File: config.mk
export PLATFORM = sky130hd
export DESIGN_NAME = tms_mac
export DESIGN_NICKNAME = d
export VERILOG_FILES = /design/src/hw/rtl/tms_pkg.sv /design/src/hw/rtl/tms_mac.sv
export SDC_FILE = /design/constraint.sdc
export NUM_CORES = 2
export LEC_CHECK = 0
export BUFFER_PORTS_ARGS = -buffer_cell sky130_fd_sc_hd__buf_4
export CAP_MARGIN = 20
export CORE_MARGIN = 2
export CORE_UTILIZATION = 67
export DETAILED_ROUTE_END_ITERATION = 12
export GPL_ROUTABILITY_DRIVEN = 1
export PLACE_DENSITY_LB_ADDON = 0.3
export SYNTH_ARGS = -nofsm -noshare
export SYNTH_HDL_FRONTEND = slang
export SYNTH_SLANG_ARGS = --single-unit
File: constraint.sdc
create_clock -name aclk -period 11.2 [get_ports aclk]
set_clock_uncertainty 0.05 [all_clocks]
set_input_delay 2.24 -clock aclk [delete_from_list [all_inputs] [get_ports aclk]]
set_output_delay 2.24 -clock aclk [all_outputs]
set_load 0.01 [all_outputs]
File: src/hw/rtl/tms_pkg.sv
// Shared types, constants and helpers of the transform matrix stack.
package tms_pkg;

    localparam int STACK_DEPTH = 32;
    localparam int FRAC_BITS   = 16;

    localparam int ELEM_W    = 32;
    localparam int ELEMS     = 16;
    localparam int LVL_W     = (STACK_DEPTH > 1) ? $clog2(STACK_DEPTH) : 1;
    localparam int ADDR_W    = LVL_W + 5;
    localparam int RAM_DEPTH = STACK_DEPTH * 2 * ELEMS;
    localparam int PROD_W    = 2 * ELEM_W;
    localparam int ACC_W     = PROD_W - FRAC_BITS + 2;

    localparam logic [ELEM_W-1:0] FX_ONE = ELEM_W'(1) << FRAC_BITS;
    localparam logic [LVL_W-1:0]  LVL_MAX = LVL_W'(STACK_DEPTH - 1);

    localparam logic [2:0] ACT_MODE  = 3'd0;
    localparam logic [2:0] ACT_IDENT = 3'd1;
    localparam logic [2:0] ACT_STAGE = 3'd2;
    localparam logic [2:0] ACT_LOAD  = 3'd3;
    localparam logic [2:0] ACT_MULT  = 3'd4;
    localparam logic [2:0] ACT_PUSH  = 3'd5;
    localparam logic [2:0] ACT_POP   = 3'd6;

    localparam logic [1:0] MODE_PROJ = 2'd1;

    localparam logic [1:0] STATUS_OK    = 2'd0;
    localparam logic [1:0] STATUS_FULL  = 2'd1;
    localparam logic [1:0] STATUS_EMPTY = 2'd2;

    typedef struct packed {
        logic [2:0]               action;
        logic [1:0]               mode;
        logic [3:0]               element_index;
        logic signed [ELEM_W-1:0] element_value;
    } tms_in_t;

    typedef struct packed {
        logic signed [ELEM_W-1:0] top_value;
        logic [4:0]               stack_level;
        logic [1:0]               status;
    } tms_out_t;

    typedef struct packed {
        logic valid;
        logic first;
        logic last;
    } tms_mac_ctrl_t;

    // Element of the identity matrix at a column-major position.
    function automatic logic [ELEM_W-1:0] ident_elem(input logic [3:0] e);
        logic diag;
        diag = (e == 4'd0) || (e == 4'd5) || (e == 4'd10) || (e == 4'd15);
        return diag ? FX_ONE : '0;
    endfunction

endpackage

File: src/hw/rtl/tms_mac.sv
// Fixed-point multiply-accumulate unit with truncated products and a saturated sum.
module tms_mac (
    input  logic                               aclk,
    input  logic                               aresetn,
    input  tms_pkg::tms_mac_ctrl_t             ctrl,
    input  logic signed [tms_pkg::ELEM_W-1:0]  a,
    input  logic signed [tms_pkg::ELEM_W-1:0]  b,
    output logic                               res_valid,
    output logic signed [tms_pkg::ELEM_W-1:0]  res
);

    localparam int EW = tms_pkg::ELEM_W;
    localparam int PW = tms_pkg::PROD_W;
    localparam int AW = tms_pkg::ACC_W;
    localparam int FB = tms_pkg::FRAC_BITS;

    logic signed [PW-1:0] a_ext;
    logic signed [PW-1:0] b_ext;
    logic signed [PW-1:0] prod_reg;
    logic                 p_valid_reg;
    logic                 p_first_reg;
    logic                 p_last_reg;
    logic signed [AW-1:0] acc_reg;
    logic signed [AW-1:0] acc_next;
    logic signed [AW-1:0] term;
    logic [EW-1:0]        sat;
    logic                 res_valid_reg;
    logic [EW-1:0]        res_reg;

    assign a_ext = {{(PW-EW){a[EW-1]}}, a};
    assign b_ext = {{(PW-EW){b[EW-1]}}, b};

    // Dropping the low fraction bits of a two's complement product rounds
    // toward minus infinity.
    assign term     = {{2{prod_reg[PW-1]}}, prod_reg[PW-1:FB]};
    assign acc_next = (p_first_reg ? '0 : acc_reg) + term;

    always_comb begin
        if ((&acc_next[AW-1:EW-1]) || !(|acc_next[AW-1:EW-1])) begin
            sat = acc_next[EW-1:0];
        end else if (acc_next[AW-1]) begin
            sat = {1'b1, {(EW-1){1'b0}}};
        end else begin
            sat = {1'b0, {(EW-1){1'b1}}};
        end
    end

    always_ff @(posedge aclk) begin
        if (!aresetn) begin
            p_valid_reg   <= 1'b0;
            p_first_reg   <= 1'b0;
            p_last_reg    <= 1'b0;
            res_valid_reg <= 1'b0;
        end else begin
            p_valid_reg   <= ctrl.valid;
            p_first_reg   <= ctrl.first;
            p_last_reg    <= ctrl.last;
            res_valid_reg <= p_valid_reg && p_last_reg;
        end
    end

    always_ff @(posedge aclk) begin
        prod_reg <= a_ext * b_ext;
        if (p_valid_reg) begin
            acc_reg <= acc_next;
        end
        if (p_valid_reg && p_last_reg) begin
            res_reg <= sat;
        end
    end

    assign res_valid = res_valid_reg;
    assign res       = res_reg;

endmodule

==> Word-level counts from Yosys, hierarchy flattened <==
Cells that the tools add are included.
Widths: inputs -> output; s select.
{ "totals": {"reg_bits": 150, "inputBits": 69, "output_inout_bits": 33, "wordCells": 17} }
{ "classes": {"addsub": 1, "mul": 1, "n_mux": 3, "reduce_logical": 5} }
{ "op_table": {"columns": ["cell", "count"], "rows": [
  ["$mul 32x32->64", 1],
  ["$mux 32", 2],
  ["$add 50x50->50", 1],
  ["$mux 50", 1],
  ["$reduce_and 19->1", 1],
  ["$reduce_or 19->1", 1],
  ["$logic_and 1x1->1", 1],
  ["$logic_not 1->1", 1],
  ["$logic_or 1x1->1", 1]
]} }

==> Longest topological paths before layout <==
{ "logic_depth": {"word_depth": 6, "depth_mapped": 28, "mapped_depth_nobuf": 27} }

==> Least setup slack after synthesis <==
No wires, ideal clock.
{ "synth_timing": {"path_type": "input to register", "from": "input port b[2] (netlist name)", "to": "register prod_reg[63]", "setup_ps": 72, "t_arrival_ps": 9685, "required_time_ps": 11078, "setup_slack_ps": 1392, "stages": 26, "n_path_buf": 1, "cell_sequence": "clkbuf_1 -> nand2_1 -> inv_1 -> fa_1 -> fa_1 -> fa_1 -> inv_1 -> fa_1 -> inv_1 -> fa_1 -> fa_1 -> inv_1 -> fa_1 -> fa_1 -> inv_1 -> ha_1 -> a21o_1 -> a21oi_1 -> nand2_1 -> a21oi_1 -> nor2_1 -> o31a_1 -> a41o_1 -> or3_1 -> a21oi_1 -> xnor2_1"} }
{ "synth_between": {"elab_chain_len": 1} }
{ "synth_lines": {"columns": ["item", "line", "source"], "rows": [
  ["start: declaration", "tms_mac.sv:7", "input logic signed [tms_pkg::ELEM_W-1:0] b,"],
  ["$mul 32x32->64", "tms_mac.sv:63", "prod_reg <= a_ext * b_ext;"],
  ["end signal: assignment", "tms_mac.sv:63", null],
  ["end: declaration", "tms_mac.sv:19", "logic signed [PW-1:0] prod_reg;"]
]} }
No other way between the ends.
A chain may end at the register's enable or synchronous reset.

==> Final worst setup path <==
{ "layout_timing": {"from": "input port b[3] (netlist name)", "to": "register prod_reg[63]"} }
The elaborated chain is that of the path after synthesis.

==> impl_metrics.ini <==
[clock_tree]
postCtsSetupBuffers = 0
clk_pin_slew_ns = 0.06
cts_tree = built
clk_latency_ns = 0.43
cts.path.max_buffers = 2
cts_resized = 0
cts_sinks = 134
cts_buffers = 17
cts_hold_buf = 0
ctsRootBufferMaster = clkbuf_16
htreeDepth = 4

[floorplan]
rows = 93
core_um2 = 64100
io_pins = 102
die_area_um2 = 66500
die_y_um = 258
initial_core_util_pct = 67.3
dieWidth_um = 258

[placed_design]
hpwl_um = 85300
place_congestion = 0.940
io_buffers = 101

[timing]
slew-limit-headroom_pct = 31.4
tns_ns = 0
finalSetupViolCount = 0
timing.final.max_slew_violations = 0
max_freq_mhz = 99.6
period_needed_ns = 10.04
worst_slew_pin_slew_ns = 1.03
rsz0062_at_grt = no
fin_crit_sh_pct = 89.6
hold_viol_final = 0

[yosys]
synth_seq_area_share_pct = 8.12
synth_compound_area_share_pct = 5.52
synth_nets = 5934
syn_area_um2 = 43200
ys.flop_type = edfxtp_1
synth_top_area_share_pct = 50.2
yosysTopAreaCell = fa_1
synth_mux_area_share_pct = 0.139
synth-async-reset-ratio_pct = 0
synth_cell_type_count = 74
yosys_warnings = 0
synth_xor_xnor_area_share_pct = 2.09
synth_top_family_by_area = adder cells
synth_seq_cells = 134
synth-edff-count = 82
avgSynthCellArea_um2 = 9.48
synthAdderAreaFrac_pct = 56.8
syn_inst = 4554
yosys.area_share.simple_pct = 16.5
synth_area_leaders = fa_1 (50%), inv_1 (8.7%), and2_1 (7.7%)

[detailed_routing]
finalWirelength_um = 108000
vias = 31100
detailedRoute.firstIterationViolations = 2043
routedWlPerCell_um = 20.3
dr.pass1.iters = 5
drc = 0
final_antenna_net_count = 0
viasPerCell = 5.85

[finish]
syn_to_final_growth_pct = 3.71
final_cell_mix = fa_1 (1082), inv_1 (995), nand2_1 (539)
final_common_cell = fa_1
drive_gt1_share_pct = 3.58
nNetsFinal = 5831
largest_reg_flops = 50
nFillCells = 4860

[global_route]
grt_pass1_vias = 34800
antenna_found_initial = 1
gr-total-overflow = 0
grt_pass1_wl_um = 181000
gr-usage-all-layers_pct = 34.8
grt_max_degree = 52

[critical_path]
start_kind = input port
crit_path_max_fanout = 32
crit_path_start = b[3]
endpoint_kind = flip-flop
rr_startpoint = p_first_reg$_SDFF_PN0_
path_class = input port to flip-flop
required_ns = 11.51
cp.arrival_ns = 10.35

[run]
maxCapViolations = 0

[status]
outcome = completed

[worst_hold_path]
hp-class = flip-flop to flip-flop
worstHoldStart = p_last_reg$_SDFF_PN0_
[Yosys cell counts, types with 44 or more instances]
master and number:
a21o_1 44, o21ai_0 51, a21oi_1 117, edfxtp_1 82, and2_1 528, xnor2_1 70, inv_1 995, ha_1 229
nand2_1 539, nor2_1 91, fa_1 1082, nor2b_1 59, nor3_1 54, clkbuf_1 217, dfxtp_1 52
[final timing paths]
kind	cells past startpoint	to	slack [ns]
setup reg to reg	17	res[11]$_DFFE_PP_	6.01
hold reg to reg	1	res_valid$_SDFF_PN0_	0.44
setup / recovery	26	prod_reg[63]$_DFF_P_	1.16
hold / removal	1	res_valid$_SDFF_PN0_	0.44
[through the flow]
step	cells	worst slack (ns)	hold slack (ns)	cell area, um2	utilization [%]
detailed placement	5287	0.797	0.429	44200	68.9
global placement	5286	0.982	0.414	44200	68.9
finish	5320	1.16	0.439	44800	69.8
floorplan	4554	1.39	0.394	43200	-
global route	5319	0.752	0.453	44800	69.8
CTS	5319	1.20	0.442	44800	69.8
[layout make-up]
type	count	area [um2]	share of cell area, %
repair buffers	115	871	1.95
well taps	855	1070	2.39
inverters	995	3730	8.34
clock buffers	18	429	0.959
multi-input cells	3188	35000	78.2
flip-flops and latches	134	3500	7.83
clock inverters	14	151	0.338
diodes	1	2.50	0.00559
[critical path, stage by stage]
cell and delay, ns:
buf_4 0.34, and2_1 0.25, fa_1 0.49, fa_1 0.50, fa_1 0.51, buf_4 0.23, inv_1 0.10, fa_1 0.91
inv_1 0.40, fa_1 0.56, fa_1 0.55, inv_1 0.06, fa_1 0.47, fa_1 0.52, inv_1 0.04, ha_1 0.35
a21o_1 0.21, a21oi_1 0.21, nand2_1 0.07, a21oi_1 0.15, nor2_1 0.07, o31a_1 0.10, a41o_1 0.23, or3_1 0.39
a21oi_1 0.19, xnor2_1 0.13
[cells by family (layout without fill, tap and decap cells)]
kind of cell / Yosys count / count (layout)
other: 0 / 1
multiplexers: 6 / 6
AO/OA/AOI/OAI: 370 / 370
XOR/XNOR: 103 / 103
adder cells (fa/ha/maj): 1311 / 1311
buffers and inverters: 1232 / 1142
flip-flops: 134 / 134
AND/OR/NAND/NOR: 1398 / 1398
[per-layer routing]
| layer | routed length (um) | up-vias | track usage, % | part of all wire (%) |
|---|---|---|---|---|
| met4 | 5350 | 0 | 15.1 | 4.9 |
| met3 | 9220 | 362 | 6.17 | 8.5 |
| met2 | 53400 | 1472 | 58.7 | 49 |
| met5 | 0 | - | 0 | 0 |
| met1 | 40200 | 15900 | 44.6 | 37 |
| li1 | - | 13300 | - | - |
Power is left out: the tool's default activity adds up to more than one toggle a clock period on the data nets, which glitch-free logic cannot reach.
